===== src/design/u2cp_pkg.sv =====
// ----------------------------------------------------------------------------
// u2cp_pkg
// Shared types and constants of the UTF-8 to code point decoder.
// ----------------------------------------------------------------------------
package u2cp_pkg;

    localparam int CP_W        = 21;
    localparam int QUEUE_DEPTH = 4;

    localparam logic [7:0] ASCII_MAX   = 8'h7F;
    localparam logic [7:0] MASK_TOP2   = 8'b11000000;
    localparam logic [7:0] MASK_TOP3   = 8'b11100000;
    localparam logic [7:0] MASK_TOP4   = 8'b11110000;
    localparam logic [7:0] MASK_TOP5   = 8'b11111000;
    localparam logic [7:0] CONT_TAG    = 8'b10000000;
    localparam logic [7:0] LEAD2_TAG   = 8'b11000000;
    localparam logic [7:0] LEAD3_TAG   = 8'b11100000;
    localparam logic [7:0] LEAD4_TAG   = 8'b11110000;
    localparam logic [7:0] CONT_BITS   = 8'b00111111;

    localparam logic [CP_W-1:0] REPLACEMENT = 21'h00FFFD;

    typedef struct packed {
        logic [CP_W-1:0] code_point;
        logic            replaced;
        logic            text_end;
    } result_t;

    // One queue entry holds every result that a single input byte causes.
    typedef struct packed {
        logic    two;
        result_t r0;
        result_t r1;
    } entry_t;

endpackage


===== src/design/utf8_to_code_point_decoder_top.sv =====
// A result passes the entry queue and the back end's entry register before
// it is offered. One byte per cycle while the queue has room; a byte with
// two results holds the output for two beats, and the queue absorbs that.
// The queue depth and the output handshake set how long the input may run
// ahead of a stalled output. Reset clears the open sequence and the queue.
// ----------------------------------------------------------------------------
// utf8_to_code_point_decoder_top
// UTF-8 byte stream to code point decoder with a classifying front, an entry
// queue and a result serializing back end.
// ----------------------------------------------------------------------------
module utf8_to_code_point_decoder_top
    import u2cp_pkg::*;
#(
    parameter int QUEUE_DEPTH_P = QUEUE_DEPTH
) (
    input  logic            aclk,
    input  logic            aresetn,
    input  logic            s_valid,
    output logic            s_ready,
    input  logic [7:0]      s_in_byte,
    input  logic            s_in_last,
    output logic            m_valid,
    input  logic            m_ready,
    output logic [CP_W-1:0] m_code_point,
    output logic            m_replaced,
    output logic            m_text_end
);

    logic   q_full, q_push, q_pop, q_not_empty;
    entry_t q_entry, q_head;

    u2cp_front u_front (
        .aclk      (aclk),
        .aresetn   (aresetn),
        .s_valid   (s_valid),
        .s_ready   (s_ready),
        .s_in_byte (s_in_byte),
        .s_in_last (s_in_last),
        .q_full    (q_full),
        .q_push    (q_push),
        .q_entry   (q_entry)
    );

    u2cp_queue #(
        .DEPTH (QUEUE_DEPTH_P)
    ) u_queue (
        .aclk       (aclk),
        .aresetn    (aresetn),
        .push       (q_push),
        .push_entry (q_entry),
        .full       (q_full),
        .pop        (q_pop),
        .not_empty  (q_not_empty),
        .head       (q_head)
    );

    u2cp_back u_back (
        .aclk         (aclk),
        .aresetn      (aresetn),
        .q_not_empty  (q_not_empty),
        .q_head       (q_head),
        .q_pop        (q_pop),
        .m_valid      (m_valid),
        .m_ready      (m_ready),
        .m_code_point (m_code_point),
        .m_replaced   (m_replaced),
        .m_text_end   (m_text_end)
    );

endmodule


===== src/design/u2cp_front.sv =====
// ----------------------------------------------------------------------------
// u2cp_front
// Accepts input bytes, tracks the open sequence and classifies each byte
// into zero, one or two results that are pushed into the queue.
// ----------------------------------------------------------------------------
module u2cp_front
    import u2cp_pkg::*;
(
    input  logic       aclk,
    input  logic       aresetn,
    input  logic       s_valid,
    output logic       s_ready,
    input  logic [7:0] s_in_byte,
    input  logic       s_in_last,
    input  logic       q_full,
    output logic       q_push,
    output entry_t     q_entry
);

    logic [1:0]      pending_reg, pending_next;
    logic [CP_W-1:0] partial_reg, partial_next;

    logic            accept;
    logic            is_cont;
    logic [1:0]      pend_dec;
    logic [CP_W-1:0] acc;
    logic            fresh_res;
    result_t         fresh_r;
    result_t         broken_r;
    logic [1:0]      fresh_pend;
    logic [CP_W-1:0] fresh_part;

    assign s_ready = !q_full;
    assign accept  = s_valid && s_ready;
    assign is_cont = (s_in_byte & MASK_TOP2) == CONT_TAG;
    assign pend_dec = pending_reg - 2'd1;
    assign acc = {partial_reg[CP_W-7:0], s_in_byte[5:0]};

    assign broken_r = '{code_point: REPLACEMENT, replaced: 1'b1, text_end: 1'b0};

    // Decode of a byte as if nothing were pending.
    always_comb begin
        fresh_res  = 1'b0;
        fresh_r    = '{code_point: REPLACEMENT, replaced: 1'b1, text_end: s_in_last};
        fresh_pend = 2'd0;
        fresh_part = '0;
        if (s_in_byte <= ASCII_MAX) begin
            fresh_res = 1'b1;
            fresh_r   = '{code_point: CP_W'(s_in_byte), replaced: 1'b0,
                          text_end: s_in_last};
        end else if ((s_in_byte & MASK_TOP3) == LEAD2_TAG) begin
            fresh_pend = 2'd1;
            fresh_part = CP_W'(s_in_byte[4:0]);
        end else if ((s_in_byte & MASK_TOP4) == LEAD3_TAG) begin
            fresh_pend = 2'd2;
            fresh_part = CP_W'(s_in_byte[3:0]);
        end else if ((s_in_byte & MASK_TOP5) == LEAD4_TAG) begin
            fresh_pend = 2'd3;
            fresh_part = CP_W'(s_in_byte[2:0]);
        end else begin
            fresh_res = 1'b1;
        end
        // A lead byte that ends the text is cut off at once.
        if (fresh_pend != 2'd0 && s_in_last) begin
            fresh_res  = 1'b1;
            fresh_pend = 2'd0;
            fresh_part = '0;
        end
    end

    always_comb begin
        pending_next = pending_reg;
        partial_next = partial_reg;
        q_push       = 1'b0;
        q_entry      = '{two: 1'b0, r0: fresh_r, r1: fresh_r};
        if (accept) begin
            if (pending_reg != 2'd0 && is_cont) begin
                if (pend_dec == 2'd0) begin
                    q_push       = 1'b1;
                    q_entry.r0   = '{code_point: acc, replaced: 1'b0, text_end: s_in_last};
                    pending_next = 2'd0;
                    partial_next = '0;
                end else if (s_in_last) begin
                    q_push       = 1'b1;
                    q_entry.r0   = '{code_point: REPLACEMENT, replaced: 1'b1,
                                     text_end: 1'b1};
                    pending_next = 2'd0;
                    partial_next = '0;
                end else begin
                    pending_next = pend_dec;
                    partial_next = acc;
                end
            end else if (pending_reg != 2'd0) begin
                // The broken sequence is replaced, then the byte is decoded afresh.
                q_push       = 1'b1;
                q_entry.two  = fresh_res;
                q_entry.r0   = broken_r;
                pending_next = fresh_pend;
                partial_next = fresh_part;
            end else begin
                q_push       = fresh_res;
                pending_next = fresh_pend;
                partial_next = fresh_part;
            end
        end
    end

    always_ff @(posedge aclk) begin
        if (!aresetn) begin
            pending_reg <= 2'd0;
            partial_reg <= '0;
        end else begin
            pending_reg <= pending_next;
            partial_reg <= partial_next;
        end
    end

endmodule


===== src/design/u2cp_queue.sv =====
// ----------------------------------------------------------------------------
// u2cp_queue
// Small register queue of result entries between the front and the back.
// ----------------------------------------------------------------------------
module u2cp_queue
    import u2cp_pkg::*;
#(
    parameter int DEPTH = QUEUE_DEPTH
) (
    input  logic   aclk,
    input  logic   aresetn,
    input  logic   push,
    input  entry_t push_entry,
    output logic   full,
    input  logic   pop,
    output logic   not_empty,
    output entry_t head
);

    localparam int PTR_W = $clog2(DEPTH);
    localparam int CNT_W = $clog2(DEPTH + 1);

    entry_t             mem_reg [DEPTH];
    logic [PTR_W-1:0]   wr_ptr_reg, wr_ptr_next;
    logic [PTR_W-1:0]   rd_ptr_reg, rd_ptr_next;
    logic [CNT_W-1:0]   count_reg, count_next;
    logic               do_push, do_pop;

    assign full      = count_reg == CNT_W'(DEPTH);
    assign not_empty = count_reg != '0;
    assign head      = mem_reg[rd_ptr_reg];
    assign do_push   = push && !full;
    assign do_pop    = pop && not_empty;

    always_comb begin
        wr_ptr_next = wr_ptr_reg;
        rd_ptr_next = rd_ptr_reg;
        count_next  = count_reg;
        if (do_push) begin
            wr_ptr_next = (wr_ptr_reg == PTR_W'(DEPTH - 1)) ? '0 : wr_ptr_reg + 1'b1;
        end
        if (do_pop) begin
            rd_ptr_next = (rd_ptr_reg == PTR_W'(DEPTH - 1)) ? '0 : rd_ptr_reg + 1'b1;
        end
        if (do_push && !do_pop) begin
            count_next = count_reg + 1'b1;
        end else if (do_pop && !do_push) begin
            count_next = count_reg - 1'b1;
        end
    end

    always_ff @(posedge aclk) begin
        if (!aresetn) begin
            wr_ptr_reg <= '0;
            rd_ptr_reg <= '0;
            count_reg  <= '0;
        end else begin
            wr_ptr_reg <= wr_ptr_next;
            rd_ptr_reg <= rd_ptr_next;
            count_reg  <= count_next;
        end
    end

    always_ff @(posedge aclk) begin
        if (do_push) begin
            mem_reg[wr_ptr_reg] <= push_entry;
        end
    end

endmodule


===== src/design/u2cp_back.sv =====
// ----------------------------------------------------------------------------
// u2cp_back
// Takes entries from the queue and sends their results out, one per beat.
// ----------------------------------------------------------------------------
module u2cp_back
    import u2cp_pkg::*;
(
    input  logic            aclk,
    input  logic            aresetn,
    input  logic            q_not_empty,
    input  entry_t          q_head,
    output logic            q_pop,
    output logic            m_valid,
    input  logic            m_ready,
    output logic [CP_W-1:0] m_code_point,
    output logic            m_replaced,
    output logic            m_text_end
);

    entry_t  ent_reg;
    logic    have_reg, have_next;
    logic    second_reg, second_next;
    logic    last_beat;
    result_t cur;

    assign cur       = second_reg ? ent_reg.r1 : ent_reg.r0;
    assign m_valid   = have_reg;
    assign m_code_point = cur.code_point;
    assign m_replaced   = cur.replaced;
    assign m_text_end   = cur.text_end;

    assign last_beat = second_reg || !ent_reg.two;
    // The next entry loads in the cycle that the last beat of this one leaves.
    assign q_pop     = q_not_empty && (!have_reg || (m_ready && last_beat));

    always_comb begin
        have_next   = have_reg;
        second_next = second_reg;
        if (q_pop) begin
            have_next   = 1'b1;
            second_next = 1'b0;
        end else if (have_reg && m_ready) begin
            if (last_beat) begin
                have_next = 1'b0;
            end else begin
                second_next = 1'b1;
            end
        end
    end

    always_ff @(posedge aclk) begin
        if (!aresetn) begin
            have_reg   <= 1'b0;
            second_reg <= 1'b0;
        end else begin
            have_reg   <= have_next;
            second_reg <= second_next;
        end
    end

    always_ff @(posedge aclk) begin
        if (q_pop) begin
            ent_reg <= q_head;
        end
    end

endmodule

===== config.mk =====
export PLATFORM = sky130hd
export DESIGN_NAME = utf8_to_code_point_decoder_top
export DESIGN_NICKNAME = d
export VERILOG_FILES = /design/src/design/u2cp_pkg.sv /design/src/design/utf8_to_code_point_decoder_top.sv /design/src/design/u2cp_front.sv /design/src/design/u2cp_queue.sv /design/src/design/u2cp_back.sv
export SDC_FILE = /design/constraint.sdc
export NUM_CORES = 1
export LEC_CHECK = 0
export BUFFER_PORTS_ARGS = -buffer_cell sky130_fd_sc_hd__buf_2
export CAP_MARGIN = 40
export CORE_MARGIN = 2
export CORE_UTILIZATION = 30
export DETAILED_ROUTE_END_ITERATION = 12
export PLACE_DENSITY = 0.49
export SLEW_MARGIN = 20
export SYNTH_ARGS = -nofsm -noshare
export SYNTH_HDL_FRONTEND = slang
export SYNTH_HIERARCHICAL = 1
export SYNTH_SLANG_ARGS = --single-unit

===== constraint.sdc =====
create_clock -name aclk -period 6.1 [get_ports aclk]
set_input_delay 0.61 -clock aclk [delete_from_list [all_inputs] [get_ports aclk]]
set_output_delay 0.61 -clock aclk [all_outputs]
set_load 0.01 [all_outputs]

-- After elaboration in Yosys (flattened, before gate mapping)
Memory sizes are Yosys's and may differ from the RTL's. A register that Yosys moved wholly into a read port is not among the register bits.
Index checks and enable logic that the tools add are counted.
- logic and storage cells: 94
- bits in writable memories: 168
- input port bits: 13
- register bits after elaboration: 47
- memories kept: 1
- output and inout bits: 25
- memory list (name ; words ; width ; read ports ; clocked after Yosys merged registers in ; write ports ; RTL line ; text):
    u_queue.mem_reg ; 4 ; 42 ; 1 ; 1 ; 1 ; u2cp_queue.sv:23 ; entry_t mem_reg [DEPTH];
- $add $sub $neg: 5
- multiplexer cells: 43
- bitwise gates (word level): 2
- magnitude comparators: 1
- reduce and logical (&&, ||, !) cells: 27
- equal/unequal tests: 7
- operator list (kind ; count):
    2-to-1 mux 23 bit ; 4
    2-to-1 mux 15 bit ; 6
    2-to-1 mux 24 bit ; 2
    2-to-1 mux 2 bit ; 10
    2-to-1 mux 18 bit ; 1
    2-to-1 mux 1 bit ; 16
    logical AND 1 bit ; 10
    nonzero test 2 bit ; 5
    2-to-1 mux 3 bit ; 3
    <= comparator 8 x 7 -> 1 bit, second input constant ; 1
    == test 2 bit, second input constant ; 3
    == test 3 bit, second input constant ; 2
    == test 5 bit, second input constant ; 1
    zero test 1 bit ; 5
    adder 2 x 1 -> 2 bit, second input constant ; 2
    == test 4 bit, second input constant ; 1
    2-to-1 mux 4 bit ; 1
    AND reduction 2 bit ; 2
    adder 3 x 1 -> 3 bit, second input constant ; 1
    nonzero test 3 bit ; 1
    subtractor 3 x 1 -> 3 bit, second input constant ; 1
    zero test 2 bit ; 1
    logical OR 1 bit ; 2
    inverter 1 bit ; 2
    2 further kinds ; 2

-- Longest topological paths before layout
- depth in word-level cells: 16
- gate-level depth with buffers: 13

-- Cells and area by module
Netlist, hierarchy kept.
- modules (own cells, without submodules) (module ; area each (um^2) ; cells each ; seq. area each (um^2) ; instances):
    u2cp_queue ; 7283.2 ; 296 ; 5825.6 ; 1
    u2cp_back ; 1895.6 ; 84 ; 1451.4 ; 1
    u2cp_front ; 1221.2 ; 162 ; 340.3 ; 1

-- Least setup slack after synthesis
Ideal clock, no wire load.
- kind: input to register
- start: in m_ready
- end: reg u_queue.count_reg[2]
- stages on the path: 9
- buffers on the path: 0
- library setup time: 0.076 ns
- path slack: 1.787 ns
- data required time: 6.024 ns
- arrival: 4.238 ns
- cell sequence: a21boi_2 nor2_1 o31ai_1 ha_1 inv_1 fa_1 xor2_1 or3_1 a21boi_0
- longest elaborated chain between the ends: 7
- elaborated cells between the ends (all ways): 9
- those cells by class: mux (1); reduce/logical (8)
- RTL lines (item ; RTL line ; text):
    from (decl) ; utf8_to_code_point_decoder_top.sv:23 ; input logic m_ready,
    logical AND 1 bit (*) ; u2cp_back.sv:34 ; assign q_pop = q_not_empty && (!have_reg || (m_ready && last_beat));
    logical OR 1 bit (*) ; u2cp_back.sv:34 ;
    logical AND 1 bit (*) ; u2cp_back.sv:34 ;
    net q_pop ; utf8_to_code_point_decoder_top.sv:29 ; logic q_full, q_push, q_pop, q_not_empty;
    logical AND 1 bit (*) ; u2cp_queue.sv:33 ; assign do_pop = pop && not_empty;
    zero test 1 bit ; u2cp_queue.sv:45 ; if (do_push && !do_pop) begin
    logical AND 1 bit ; u2cp_queue.sv:45 ;
    2-to-1 mux 3 bit / nonzero test 2 bit (equally long branches) ; -- ;
    to (signal assigned) ; u2cp_queue.sv:60 ; count_reg <= count_next;
    to (decl) ; u2cp_queue.sv:26 ; logic [CNT_W-1:0] count_reg, count_next;
Mark *: on every way through the listed nets, which the timed path passes. The rest lies on a longest branch.
A chain may end at the register's enable or synchronous reset.

-- Worst setup path in the final report
- start: reg u_queue.count_reg[0]
- end: mem u_queue/mem_reg[2][27] (netlist name), enable pin
- longest elaborated chain between the ends: 7
- RTL lines (item ; RTL line ; text):
    == test 3 bit ; u2cp_queue.sv:29 ; assign full = count_reg == CNT_W'(DEPTH);
    net q_full ; utf8_to_code_point_decoder_top.sv:29 ;
    zero test 1 bit ; u2cp_front.sv:33 ; assign s_ready = !q_full;
    logical AND 1 bit ; u2cp_front.sv:34 ; assign accept = s_valid && s_ready;
    2-to-1 mux 1 bit ; u2cp_front.sv:76 ; if (accept) begin
    net q_push ; utf8_to_code_point_decoder_top.sv:29 ;
    logical AND 1 bit ; u2cp_queue.sv:32 ; assign do_push = push && !full;
    2-to-1 mux 1 bit ; u2cp_queue.sv:65 ; if (do_push) begin
    2-to-1 mux 1 bit (implied by the code) ; u2cp_queue.sv:66 ; mem_reg[wr_ptr_reg] <= push_entry;
    to (decl) ; u2cp_queue.sv:23 ;
The timed path passes the listed nets, and every way through them passes these cells.

==> summary.md <==
| Metric | Value |
|---|---|
| Drt total wl | 19.04 mm |
| #FFs+latches synth | 263 |
| Fin util | 0.3476 |
| Post-synth top area share | 0.6785 |
| Final Hold Vio Count | 0 |
| CTS tree | built |
| Synth area leader | edfxtp_1 |
| DP Wirelength | 11.69 mm |
| Die W | 190.2 um |
| P_leak | 3.870 nW |
| Num CTS Buffers | 28 |
| Final WS setup | 2.729 ns |
| Via Count | 4732 |
| Ports | 38 |
| Fillers | 3271 |
| Clock tree buffer depth | 3 |
| DRC Markers | 0 |
| Via density | 4.468 |
| Post-Synth XOR/XNOR Area | 0.001684 |
| Top_reg_cell synth | edfxtp_1 |
| Pre-CTS WS | 2.280 ns |
| Sequential share of power | 0.471 |
| Initial antenna violation count | 0 |
| Minimum clock period | 3.371 ns |
| RSZ-0062 raised after global routing | false |
| Int Pwr | 4.076 mW |
| Final nets | 604 |
| Multi-input gate area | 2445 um^2 |
| Synth Warn # | 6 |
| Fmax achieved | 296.6 MHz |
| Root buffer cell | clkbuf_16 |
| CP Data Required Time | 6.27 ns |
| Chip Height | 190.2 um |
| Crit Path Category | flip-flop to flip-flop |
| DR iter-0 viols | 331 |
| Design Area, Final | 11950 um^2 |
| GRT Total Usage | 0.1073 |
| Post-CTS Resized | 0 |
| H-tree levels | 1 |
| Final setup fails | 0 |
| Clk slew on worst S/H paths | 0.06 ns |
| Antenna Cells | 0 |
| Post CTS Setup Buffer Count | 0 |
| Vias in the first global route | 5133 |
| Synth Area in Adders | 0.01155 |
| CP startpoint kind | flip-flop |
| Cells after Synth | 542 |
| Avg Cell Area, Syn | 19.19 um^2 |
| Synth area leaders | edfxtp_1 (68%), mux4_2 (10%), dfxtp_1 (5.4%) |
| GP Congestion | 0.7164 |
| Die ar. | 36170 um^2 |
| Synth cell types | 48 |
| Crit-path max cell delay | 0.65 ns |
| Largest net degree at the start of global routing | 52 |
| Placed Area | 10940 um^2 |
| Post-CTS Hold Buffers | 0 |
| Net Switching | 1.391 mW |
| Clock Latency Late Sink | 0.53 ns |
| Skew final | 0.01153 ns |
| Arr. time, crit path | 3.54 ns |
| Final period util | 0.5527 |
| Critical Path Fanout Max | 26 |
| Area of the mapped netlist | 10400 um^2 |
| Post-synthesis compound-gate area fraction | 0.02418 |
| Most common cell after layout, fill and taps aside | edfxtp_1 |
| Core Area | 34370 um^2 |
| Synth Area in Simple Gates | 0.05859 |
| Antenna Nets Post-Route | 0 |
| Sequential area share after synthesis | 0.7324 |
| Max cap viols | 0 |
| Port bufs | 37 |
| Peak VDD IR | 200.4 uV |
| Layout cells sized above 1 | 0.3046 |
| Post-synthesis mux area share | 0.1361 |
| Grt ovf | 0 |
| Final Max Slew Viols | 0 |
| Slowest CP cell | and2_2 |
| Status | completed |
| First-pass iteration count of the detailed router | 4 |
| Row count | 68 |
| Post-synth EDFFs | 235 |
| Post-Route Setup TNS | 0 ns |
| Comb pwr share | 0.206 |
| Synth-to-Final Area Change | 14.87% |
| Initial Util | 0.3026 |
| Element type at the critical path end | flip-flop |
| Worst-margin pin slew | 0.7449 ns |
| CTS sink count | 263 |
| Sw frac | 0.2545 |
| Largest family of logic cells by synthesized area | multiplexers |
| Register area | 7622 um^2 |
| Worst hold path class | primary input to flip-flop |
| Critical-path cell list | nor3b_1, inv_1, nand2_1, a211oi_1, nor2b_1, and2_2, buf_4 |
| Synth async-reset ratio | 0 |
| Clock power frac | 0.323 |
| Max FFs per register | 188 |
| DR WL/cell | 17.98 um |
| Slew Limit Headroom | 0.5034 |
| First-pass GRT wire length | 29.79 mm |
| Most frequent cells in the layout | edfxtp_1 (235), mux4_2 (47), buf_2 (37), nand2_1 (32), clkbuf_16 (28) |
| P per Cell Area | 457.6 nW/um^2 |
final cells by class:
cell class / count / area share
timing repair buffer: 47 / 0.02451
clock inverter: 21 / 0.02273
tap: 455 / 0.04765
multi-input combinational: 233 / 0.2046
sequential: 263 / 0.6380
inverter: 9 / 0.002828
clock buffer: 31 / 0.05959
cells in the mapped netlist (2+ instances only):
cell / instances
o21ai_0: 11
mux2_2: 5
mux4_2: 47
buf_2: 9
buf_4: 15
nor2b_1: 7
clkbuf_1: 7
or3_1: 2
and3_1: 2
dfxtp_1: 28
ha_1: 8
mux2_4: 18
a21boi_1: 10
a31oi_1: 2
inv_1: 9
nor2_1: 5
mux2i_1: 3
edfxtp_1: 235
nand2_1: 32
nand2b_1: 7
buf_12: 4
o21a_1: 5
and2_1: 13
a21boi_0: 2
or2_2: 6
o31ai_1: 2
nand3_1: 22
buf_6: 6
logic make-up (layout without fill, tap and decap cells):
| family | after synthesis | after routing |
|---|---|---|
| other cells | 1 | 5 |
| compound gates | 37 | 37 |
| flops | 263 | 263 |
| buf+inv | 50 | 108 |
| simple gates | 107 | 107 |
| xor+xnor | 2 | 2 |
| fa+ha+maj | 9 | 9 |
| mux | 73 | 73 |
path summary, 6_finish.rpt:
path	slack [ns]	start	endpoint	cells past startpoint
setup / recovery	2.73	u_queue/count_reg[0]	u_queue/mem_reg[2][27]	7
hold / removal	0.40	s_in_byte[2]	u_front/partial_reg[2]	3
setup reg to reg	2.73	u_queue/count_reg[0]	u_queue/mem_reg[2][27]	7
hold reg to reg	0.46	u_front/partial_reg[12]	u_front/partial_reg[12]	2
power by group through the flow:
stage | Sequential, mW | Clock (mW) | Combinational, mW
6_report | 2.58 | 1.77 | 1.13
5_1_grt | 2.62 | 1.89 | 1.24
4_1_cts | 2.59 | 1.82 | 1.17
3_5_place_dp | 2.62 | 0 | 1.17
3_3_place_gp | 2.66 | 0 | 1.07
2_1_floorplan | 2.56 | 0 | 0.875
metal layers:
layer  track usage  share of wire  wire length, um  vias up
met5             0              0                0        -
met1        0.1362           0.43             8166     2447
met3       0.01771          0.044              833       20
li1              -              -                -     2184
met4       0.02534          0.012              238        0
met2        0.1916           0.51             9803       81
stage by stage:
step	cells	hold slack (ns)	power (mW)
3_3_place_gp	1004	0.4408	3.732
4_1_cts	1058	0.3853	5.574
5_1_grt	1059	0.4002	5.742
3_5_place_dp	1006	0.4508	3.792
2_1_floorplan	546	0.4262	3.437
6_report	1059	0.3980	5.467
worst max-delay path, delay by kind of cell, from the launching register on:
kind                   cells  cell delay [ns]
AND/OR/NAND/NOR            4             1.64
buffers and inverters      2             0.61
flip-flops                 1             0.44
AO/OA/AOI/OAI              1             0.30
No activity file was read; power rests on OpenSTA's default activity.
